File: src/rtl/assert_macros.svh
// assertion helper macros for the deframer rtl
// no dependencies; included by files that carry concurrent checks
`ifndef ASSERT_MACROS_SVH
`define ASSERT_MACROS_SVH

// condition must hold at every clock edge outside reset
`define SFD_ASSERT_ALWAYS(lbl, clk, rst, cond) \
   lbl: assert property (@(posedge clk) disable iff (rst) (cond)) \
      else $error("deframer check failed");

// antecedent implies consequent in the same cycle
`define SFD_ASSERT_IMPLIES(lbl, clk, rst, ante, cons) \
   lbl: assert property (@(posedge clk) disable iff (rst) (ante) |-> (cons)) \
      else $error("deframer check failed");

`endif

File: src/rtl/sfd_pkg.sv
// shared types and constants for the serial frame deframer
// no dependencies; used by sfd_csr, serial_frame_deframer_core and the testbench
`timescale 1ns / 1ps

package sfd_pkg;

   // result kind codes
   localparam logic [1:0] KIND_PAYLOAD  = 2'd0;
   localparam logic [1:0] KIND_GOOD     = 2'd1;
   localparam logic [1:0] KIND_BAD_SUM  = 2'd2;
   localparam logic [1:0] KIND_BAD_FOOT = 2'd3;

   // register map
   localparam int          ADDR_W        = 4;
   localparam logic [1:0]  REG_HEADER    = 2'd0;
   localparam logic [1:0]  REG_FOOTER    = 2'd1;
   localparam logic [1:0]  REG_MAX_LEN   = 2'd2;

   localparam logic [7:0]  HEADER_RESET  = 8'd170;
   localparam logic [7:0]  FOOTER_RESET  = 8'd85;
   localparam logic [7:0]  MAX_LEN_RESET = 8'd255;

   // parser phases
   typedef enum logic [6:0] {
      PH_HUNT   = 7'b0000001,
      PH_LEN    = 7'b0000010,
      PH_TYPE1  = 7'b0000100,
      PH_TYPE2  = 7'b0001000,
      PH_DATA   = 7'b0010000,
      PH_SUM    = 7'b0100000,
      PH_FOOTER = 7'b1000000
   } phase_type;

   // configuration seen by the parser
   typedef struct packed {
      logic [7:0] header_byte;
      logic [7:0] footer_byte;
      logic [7:0] max_length;
   } cfg_type;

   // one result item
   typedef struct packed {
      logic [1:0]  kind;
      logic [7:0]  payload_byte;
      logic [7:0]  byte_index;
      logic [7:0]  frame_length;
      logic [15:0] frame_type;
   } rsp_type;

endpackage

File: src/rtl/sfd_csr.sv
// apb-style configuration registers of the deframer
// depends on sfd_pkg
`timescale 1ns / 1ps

module sfd_csr (
   input  logic                       clock,
   input  logic                       reset,
   input  logic                       psel,
   input  logic                       penable,
   input  logic                       pwrite,
   input  logic [sfd_pkg::ADDR_W-1:0] paddr,
   input  logic [31:0]                pwdata,
   output logic [31:0]                prdata,
   output logic                       pready,
   output sfd_pkg::cfg_type           cfg
);

   sfd_pkg::cfg_type cfg_ff;
   sfd_pkg::cfg_type cfg_in;
   logic             wr_en;
   logic [1:0]       reg_idx;

   assign pready  = 1'b1;
   assign wr_en   = psel && penable && pwrite && pready;
   assign reg_idx = paddr[3:2];

   // register write decode
   always_comb begin
      cfg_in = cfg_ff;
      if (wr_en) begin
         case (reg_idx)
            sfd_pkg::REG_HEADER:  cfg_in.header_byte = pwdata[7:0];
            sfd_pkg::REG_FOOTER:  cfg_in.footer_byte = pwdata[7:0];
            sfd_pkg::REG_MAX_LEN: cfg_in.max_length  = pwdata[7:0];
            default:              cfg_in = cfg_ff;
         endcase
      end
   end

   always_ff @(posedge clock) begin
      if (reset) begin
         cfg_ff.header_byte <= sfd_pkg::HEADER_RESET;
         cfg_ff.footer_byte <= sfd_pkg::FOOTER_RESET;
         cfg_ff.max_length  <= sfd_pkg::MAX_LEN_RESET;
      end else begin
         cfg_ff <= cfg_in;
      end
   end

   // read mux
   always_comb begin
      case (reg_idx)
         sfd_pkg::REG_HEADER:  prdata = {24'd0, cfg_ff.header_byte};
         sfd_pkg::REG_FOOTER:  prdata = {24'd0, cfg_ff.footer_byte};
         sfd_pkg::REG_MAX_LEN: prdata = {24'd0, cfg_ff.max_length};
         default:              prdata = 32'd0;
      endcase
   end

   assign cfg = cfg_ff;

endmodule

File: src/rtl/serial_frame_deframer_core.sv
// serial frame deframer: byte-wide frame parser with cut-through payload
// results are registered before they drive rsp_*; throughput: one request
//   byte per cycle while the skid is empty; a two-entry output buffer (result register
//   plus skid register) keeps requests flowing while a result waits to be taken
// reset: synchronous, active high; parser returns to header hunt, registers take
//   their reset values, output buffer empties
`timescale 1ns / 1ps
`include "assert_macros.svh"

module serial_frame_deframer_core (
   input  logic                       clock,
   input  logic                       reset,
   // request channel
   input  logic                       req_valid,
   output logic                       req_ready,
   input  logic [7:0]                 req_rx_byte,
   // result channel
   output logic                       rsp_valid,
   input  logic                       rsp_ready,
   output logic [1:0]                 rsp_kind,
   output logic [7:0]                 rsp_payload_byte,
   output logic [7:0]                 rsp_byte_index,
   output logic [7:0]                 rsp_frame_length,
   output logic [15:0]                rsp_frame_type,
   // configuration port
   input  logic                       psel,
   input  logic                       penable,
   input  logic                       pwrite,
   input  logic [sfd_pkg::ADDR_W-1:0] paddr,
   input  logic [31:0]                pwdata,
   output logic [31:0]                prdata,
   output logic                       pready
);

   sfd_pkg::cfg_type   cfg;

   sfd_pkg::phase_type phase_ff, phase_in;
   logic [7:0]         sum_ff, sum_in;
   logic [7:0]         len_ff, len_in;
   logic [15:0]        type_ff, type_in;
   logic [7:0]         count_ff, count_in;

   sfd_pkg::rsp_type   res;
   logic               res_valid;

   sfd_pkg::rsp_type   main_ff, main_in;
   logic               main_v_ff, main_v_in;
   sfd_pkg::rsp_type   skid_ff, skid_in;
   logic               skid_v_ff, skid_v_in;

   logic               accept;
   logic               pop;
   logic [7:0]         c;
   logic [7:0]         count_inc;

   sfd_csr u_csr (
      .clock   (clock),
      .reset   (reset),
      .psel    (psel),
      .penable (penable),
      .pwrite  (pwrite),
      .paddr   (paddr),
      .pwdata  (pwdata),
      .prdata  (prdata),
      .pready  (pready),
      .cfg     (cfg)
   );

   assign req_ready = !skid_v_ff;
   assign accept    = req_valid && req_ready;
   assign pop       = main_v_ff && rsp_ready;
   assign c         = req_rx_byte;
   assign count_inc = count_ff + 8'd1;

   // frame parser next state and result
   always_comb begin
      phase_in  = phase_ff;
      sum_in    = sum_ff;
      len_in    = len_ff;
      type_in   = type_ff;
      count_in  = count_ff;
      res_valid = 1'b0;
      res.kind         = sfd_pkg::KIND_PAYLOAD;
      res.payload_byte = 8'd0;
      res.byte_index   = 8'd0;
      res.frame_length = len_ff;
      res.frame_type   = type_ff;
      if (accept) begin
         case (phase_ff)
            sfd_pkg::PH_HUNT: begin
               if (c == cfg.header_byte) begin
                  sum_in   = c;
                  phase_in = sfd_pkg::PH_LEN;
               end
            end
            sfd_pkg::PH_LEN: begin
               if (c > cfg.max_length) begin
                  phase_in = sfd_pkg::PH_HUNT;
               end else begin
                  sum_in   = sum_ff + c;
                  len_in   = c;
                  count_in = 8'd0;
                  phase_in = sfd_pkg::PH_TYPE1;
               end
            end
            sfd_pkg::PH_TYPE1: begin
               sum_in   = sum_ff + c;
               type_in  = {8'd0, c};
               phase_in = sfd_pkg::PH_TYPE2;
            end
            sfd_pkg::PH_TYPE2: begin
               sum_in   = sum_ff + c;
               type_in  = {type_ff[7:0], c};
               phase_in = (len_ff != 8'd0) ? sfd_pkg::PH_DATA : sfd_pkg::PH_SUM;
            end
            sfd_pkg::PH_DATA: begin
               sum_in           = sum_ff + c;
               res_valid        = 1'b1;
               res.payload_byte = c;
               res.byte_index   = count_ff;
               count_in         = count_inc;
               if (count_inc == len_ff) begin
                  phase_in = sfd_pkg::PH_SUM;
               end
            end
            sfd_pkg::PH_SUM: begin
               if (c == sum_ff) begin
                  phase_in = sfd_pkg::PH_FOOTER;
               end else begin
                  res_valid = 1'b1;
                  res.kind  = sfd_pkg::KIND_BAD_SUM;
                  phase_in  = sfd_pkg::PH_HUNT;
               end
            end
            sfd_pkg::PH_FOOTER: begin
               res_valid = 1'b1;
               res.kind  = (c == cfg.footer_byte) ? sfd_pkg::KIND_GOOD
                                                  : sfd_pkg::KIND_BAD_FOOT;
               phase_in  = sfd_pkg::PH_HUNT;
            end
            default: begin
               phase_in = sfd_pkg::PH_HUNT;
            end
         endcase
      end
   end

   always_ff @(posedge clock) begin
      if (reset) begin
         phase_ff <= sfd_pkg::PH_HUNT;
         sum_ff   <= 8'd0;
         len_ff   <= 8'd0;
         type_ff  <= 16'd0;
         count_ff <= 8'd0;
      end else begin
         phase_ff <= phase_in;
         sum_ff   <= sum_in;
         len_ff   <= len_in;
         type_ff  <= type_in;
         count_ff <= count_in;
      end
   end

   // output buffer: result register with skid behind it
   always_comb begin
      main_in   = main_ff;
      main_v_in = main_v_ff;
      skid_in   = skid_ff;
      skid_v_in = skid_v_ff;
      if (pop) begin
         if (skid_v_ff) begin
            main_in   = skid_ff;
            skid_v_in = 1'b0;
         end else begin
            main_v_in = 1'b0;
         end
      end
      if (res_valid) begin
         if (!main_v_ff || (pop && !skid_v_ff)) begin
            main_in   = res;
            main_v_in = 1'b1;
         end else begin
            skid_in   = res;
            skid_v_in = 1'b1;
         end
      end
   end

   always_ff @(posedge clock) begin
      if (reset) begin
         main_v_ff <= 1'b0;
         skid_v_ff <= 1'b0;
      end else begin
         main_v_ff <= main_v_in;
         skid_v_ff <= skid_v_in;
      end
   end

   always_ff @(posedge clock) begin
      main_ff <= main_in;
      skid_ff <= skid_in;
   end

   assign rsp_valid        = main_v_ff;
   assign rsp_kind         = main_ff.kind;
   assign rsp_payload_byte = main_ff.payload_byte;
   assign rsp_byte_index   = main_ff.byte_index;
   assign rsp_frame_length = main_ff.frame_length;
   assign rsp_frame_type   = main_ff.frame_type;

   // checks
   `SFD_ASSERT_IMPLIES(a_skid_behind_main, clock, reset, skid_v_ff, main_v_ff)
   `SFD_ASSERT_IMPLIES(a_payload_in_frame, clock, reset,
      rsp_valid && (rsp_kind == sfd_pkg::KIND_PAYLOAD), rsp_byte_index < rsp_frame_length)
   `SFD_ASSERT_IMPLIES(a_verdict_zeroed, clock, reset,
      rsp_valid && (rsp_kind != sfd_pkg::KIND_PAYLOAD),
      (rsp_payload_byte == 8'd0) && (rsp_byte_index == 8'd0))
   `SFD_ASSERT_IMPLIES(a_count_below_len, clock, reset,
      phase_ff == sfd_pkg::PH_DATA, count_ff < len_ff)

endmodule

File: config.mk
export PLATFORM = sky130hd
export DESIGN_NAME = serial_frame_deframer_core
export DESIGN_NICKNAME = d
export VERILOG_FILES = /design/src/rtl/sfd_pkg.sv /design/src/rtl/sfd_csr.sv /design/src/rtl/serial_frame_deframer_core.sv
export VERILOG_INCLUDE_DIRS = /design/src /design/src/rtl
export SDC_FILE = /design/constraint.sdc
export NUM_CORES = 1
export LEC_CHECK = 0
export ABC_AREA = 1
export BUFFER_PORTS_ARGS = -buffer_cell sky130_fd_sc_hd__buf_2
export CAP_MARGIN = 40
export CORE_ASPECT_RATIO = 0.6
export CORE_MARGIN = 5
export CORE_UTILIZATION = 63
export CTS_BUF_LIST = sky130_fd_sc_hd__clkbuf_4
export DETAILED_ROUTE_END_ITERATION = 8
export PLACE_DENSITY = 0.88
export SLEW_MARGIN = 20
export SYNTH_ARGS = -nofsm -noshare
export SYNTH_HDL_FRONTEND = slang
export SYNTH_SLANG_ARGS = --single-unit
File: constraint.sdc
create_clock -name clock -period 7.1 [get_ports clock]
set_clock_uncertainty 0.15 [all_clocks]
set_input_delay 0.355 -clock clock [delete_from_list [all_inputs] [get_ports clock]]
set_output_delay 0.355 -clock clock [all_outputs]
set_load 0.005 [all_outputs]
# After elaboration in Yosys (flattened, before gate mapping)
# Cells that the tools add are included.
# word_totals
mem_bits_ro	0
regBits	157
output_inout_bits	77
n_memories	0
input_bits	51
latch_bits	0
mem_bits_rw	0
elab_cells	97
# op_classes
n_bitwise	2
n_shift	0
n_lt_le_gt_ge	1
n_reduce_logical	24
addsub	2
n_eq_ne	16
muxes	32
n_mul	0
div_mod_pow	0
# op_table
cell	count
42-bit two-way mux	4
8-bit one-hot mux with 3 select lines	2
7-bit one-hot mux with 6 select lines	1
8-bit equality test	4
16-bit one-hot mux with 2 select lines	1
8-bit two-way mux	3
7-bit two-way mux	3
18-bit two-way mux	1
16-bit two-way mux	1
8-bit one-hot mux with 2 select lines	1
2-bit AND reduction	5
1-bit two-way mux	9
3-bit AND reduction	3
8-bit by 1-bit adder with 8-bit output (second input constant)	1
8-bit adder	1
8-bit > comparator	1
8-bit nonzero test	1
7-bit by 1-bit equality test with 1-bit output (second input constant)	1
7-bit by 2-bit equality test with 1-bit output (second input constant)	1
7-bit by 3-bit equality test with 1-bit output (second input constant)	1
7-bit by 4-bit equality test with 1-bit output (second input constant)	1
7-bit by 5-bit equality test with 1-bit output (second input constant)	1
7-bit by 6-bit equality test with 1-bit output (second input constant)	1
7-bit equality test (second input constant)	1
18 further kinds	28

# Logic depth before layout (Yosys ltp)
# logic_depth
word_depth	6
mapped_depth	15
depth_no_buf	14

# Modules after synthesis
# Synthesis repeated with hierarchy kept, for this count alone.
# unflattened
cells_unflattened	960
area_unflattened_um2	7688.6
# modules_own_cells
module	cells_per_inst	seq_area_each_um2	area_each_um2	n_inst
serial_frame_deframer_core	765	3083.0	6394.9	1
sfd_csr	195	480.5	1293.7	1

# Least setup slack after synthesis
# OpenSTA, ideal clock, no wires.
# synth_path
path_type	in2reg
from	input port req_rx_byte[2]
to	register skid_ff[0] in the netlist's numbering (enable)
n_path_buf	0
arrival_ns	2.863
stages	7
slack_ns	3.645
required_ns	6.509
setup_ns	0.441
path_cell_list	ha_1 nor3_1 nand3_1 nand2_1 nand3_2 nand2_1 nor2_1
# synth_via
elab_chain_len	5
# synth_rtl
item	line	text
start: declaration	serial_frame_deframer_core.sv:16	input logic [7:0] req_rx_byte,
8-bit equality test	serial_frame_deframer_core.sv:127	if (c == sum_ff) begin
1-bit two-way mux	serial_frame_deframer_core.sv:127	
1-bit one-hot mux with 2 select lines	serial_frame_deframer_core.sv:89	case (phase_ff)
1-bit two-way mux	serial_frame_deframer_core.sv:88	if (accept) begin
2-bit AND reduction (no source line)	n/a	
end signal: assignment	serial_frame_deframer_core.sv:201	skid_ff <= skid_in;
end: declaration	serial_frame_deframer_core.sv:48	sfd_pkg::rsp_type skid_ff, skid_in;
# No other way between the ends.
# A chain may end at the register's enable or synchronous reset.

# Final worst setup path
# layout_path
from	register skid_v_ff
to	register skid_ff[18] in the netlist's numbering (enable)
# layout_via
elab_chain_len	5
word_cells_on_any_way	7
classes_between	mux (1); bitwise (1); reduce/logical (5)
# layout_rtl
item	line	text
start: declaration	serial_frame_deframer_core.sv:49	logic skid_v_ff, skid_v_in;
start signal: assignment	serial_frame_deframer_core.sv:195	skid_v_ff <= skid_v_in;
1-bit logical NOT *	serial_frame_deframer_core.sv:69, serial_frame_deframer_core.sv:179	
1-bit logical AND	serial_frame_deframer_core.sv:179	if (!main_v_ff || (pop && !skid_v_ff)) begin
1-bit logical OR	serial_frame_deframer_core.sv:179	
1-bit NOT (no source line)	n/a	
2-bit AND reduction (no source line) *	n/a	
# Every way passes the cells marked *; elsewhere a longest branch is shown, timed or not.

==> impl_metrics.tcl <==
set metrics [dict create \
    antenna_found_initial 0 \
    clock_latency_ns 0.58 \
    grt_use_total_pct 26.5 \
    numCtsBuffers 17 \
    ys_warn_count 0 \
    antenna_cells 0 \
    drt-initial-drc-count 648 \
    grt_util_met2_pct 42.7 \
    clk_pin_slew_worst_paths_ns 0.14 \
    grt_pass1_vias 6222 \
    crit_chain "inv_1 -> nand2_1 -> inv_2 -> nand2_1 -> nor2_4 -> buf_4" \
    hold_class "in -> reg" \
    die_h_um 95.1 \
    syn_avg_cell_area_sq_um 8.28 \
    rsz0062_at_grt "no" \
    start_kind "register" \
    dr.pass1.iters 5 \
    num_rows 31 \
    totalWireLength_mm 18.5 \
    htree_num_levels 4 \
    powerDensity_mw_per_mm2 259 \
    ys_top_cells_by_area "dfxtp_1 30%, edfxtp_1 17%, nand2_1 11%" \
    place.gp.congestion 0.914 \
    worstMarginPinSlew_ns 0.863 \
    timing.final.crit_period_ns 2.88 \
    wl_per_cell_um 15.8 \
    status "completed" \
    clk_path_buf_depth 2 \
    place_ws_ns 4.15 \
    start_util_pct 63.6 \
    drive_gt1_share_pct 17.8 \
    place_hpwl_mm 12.6 \
    fmax_mhz 348 \
    crit_top_cell "nand2_1" \
    nNetsFinal 1063 \
    yosysSeqAreaShare_pct 46.9 \
    p_leak_nw 3.73 \
    vias_per_cell 5.56 \
    path_max_fanout 32 \
    use_met1_pct 35.9 \
    cts_sinks 157 \
    fin_ws_ns 4.22 \
    setup_tns_ns 0 \
    netlist_area_sq_mm 0.00760 \
    final-hold-violation-count 0 \
    drtAntennaViolNets 0 \
    port_buffers 76 \
    synth_cell_types 46 \
    critPathSlowestCell "nand2_1" \
    vias 6521 \
    grt_pass1_wl_mm 30.2 \
    synth_top_area_share_pct 30.3 \
    dieWidth_um 152 \
    cts-root-buf "clkbuf_4" \
    slew_headroom_pct 42.4 \
    critPathCaptureType "register" \
    syn_inst 917 \
    grt_max_degree 65 \
    core_sq_mm 0.0119 \
    overflow 0 \
    top_usage_layer "met2" \
    crit_arrival_ns 2.96 \
    post_cts_buffers 0 \
    cts_tree "yes" \
    finalSetupViolations 0 \
    drv_slew 0 \
    yosysTopAreaCell "dfxtp_1" \
    use_met3_pct 5.65 \
    crit_type "reg -> reg" \
    slowest_delay_ns 0.51 \
    ys_ff_latch 157 \
    syn_to_final_growth_pct 9.50 \
    cap_violations 0 \
    vdd_drop_max_uv 177 \
    dieArea_sq_mm 0.0144 \
    drc 0 \
    io_pins 128 \
    fin_crit_sh_pct 40.5 \
    cp.required_ns 7.18 \
]
[layer usage]
layer	up-vias	share of wire, %
met4	0	2.4
met2	302	46
met3	58	7.7
li1	3153	-
met5	-	0
met1	3008	44
[cells by family after synthesis]
family / synth area share [%]
AO/OA/AOI/OAI: 10.5
XOR/XNOR: 2.31
adder cells (fa/ha/maj): 2.90
buffers and inverters: 8.55
flip-flops: 46.9
multiplexers: 5.93
other: 0.0989
AND/OR/NAND/NOR: 22.8
[critical path: cells and delay by family, from the launching register on]
family	cells	cell delay (ns)
buffers and inverters	3	0.99
flip-flops	1	0.36
AND/OR/NAND/NOR	3	0.98
[Yosys cell counts, drive strengths merged]
| master | number |
|---|---|
| buf | 42 |
| xnor2 | 15 |
| nor4 | 1 |
| nand4 | 13 |
| xor2 | 5 |
| clkbuf | 12 |
| nand3b | 1 |
| nand2 | 236 |
| o211ai | 13 |
| or2 | 2 |
| conb | 2 |
| inv | 70 |
| nor2 | 85 |
| mux2 | 40 |
| a21oi | 52 |
| a21boi | 1 |
| and2 | 1 |
| o221ai | 2 |
| nand3 | 63 |
| ha | 16 |
| nor3 | 5 |
| edfxtp | 42 |
| o21a | 1 |
| a21o | 2 |
| dfxtp | 115 |
| clkinv | 4 |
| fa | 1 |
| o21ai | 73 |
| a22oi | 1 |
| a31oi | 1 |
[state kept, by name, indices dropped and copies added (netlist names), 16 cells and up]
name,flops
rsp_frame_type,16
u_csr.cfg,24
skid_ff,42
type_ff,16
[path summary, 6_finish.rpt]
kind,start,end,slack [ns],cells after the start
min,req_rx_byte[4],type_ff[4]$_SDFFE_PP0P_,0.04,3
max,skid_v_ff$_SDFF_PP0_,skid_ff[18]$_DFFE_PP_,4.22,6
max reg2reg,skid_v_ff$_SDFF_PP0_,skid_ff[18]$_DFFE_PP_,4.22,6
min reg2reg,len_ff[3]$_SDFFE_PP0P_,skid_ff[19]$_DFFE_PP_,0.29,0
[power breakdown]
part           switching [mW]  internal, mW
Combinational           0.359         0.206
Clock                   0.350         0.184
Sequential             0.0653         0.992
[cells in the final DEF, fill, tap and decap left out, drive strengths merged]
cell type    synthesis  routed
nor3                 5       5
o211ai              13      13
nand2              236     236
mux2                40      40
nor2                85      85
xnor2               15      15
xor2                 5       5
a21oi               52      52
fa                   1       1
a22oi                1       1
clkbuf              12      18
nor4                 1       1
nand4               13      13
nand3               63      63
a31oi                1       1
o221ai               2       2
clkinv               4      10
dfxtp              115     115
a21boi               1       1
clkinvlp             0       3
o21ai               73      73
bufinv               0       1
edfxtp              42      42
and2                 1       1
conb                 2      25
inv                 70      74
or2                  2       2
o21a                 1       1
nand3b               1       1
buf                 42      81
dlygate4sd3          0       9
a21o                 2       2
ha                  16      16
[layout make-up]
class	instances	area, sq um
Timing Repair Buffer	90	508
Clock inverter	14	138
Fill cell	966	3630
Multi-Input combinational cell	655	3490
Clock buffer	18	135
Tap cell	165	206
Inverter	74	280
Sequential cell	157	3560
[through the flow]
stage	instance area, sq um	utilization (%)	cells	hold slack [ns]	total power, mW
2_1_floorplan	7680	-	940	0.258	1.49
3_3_place_gp	7950	66.5	1131	0.259	1.59
3_5_place_dp	7960	66.6	1132	0.267	1.62
4_1_cts	8320	69.6	1173	0.0236	2.14
5_1_grt	8320	69.6	1173	0.0123	2.28
6_report	8320	69.6	1173	0.0414	2.16
[timing repair]
item                      CTS  global route
hold endpoints to repair   25             0
gates resized for setup     0             0
hold buffers                9             0
No activity file was read; power rests on OpenSTA's default activity.
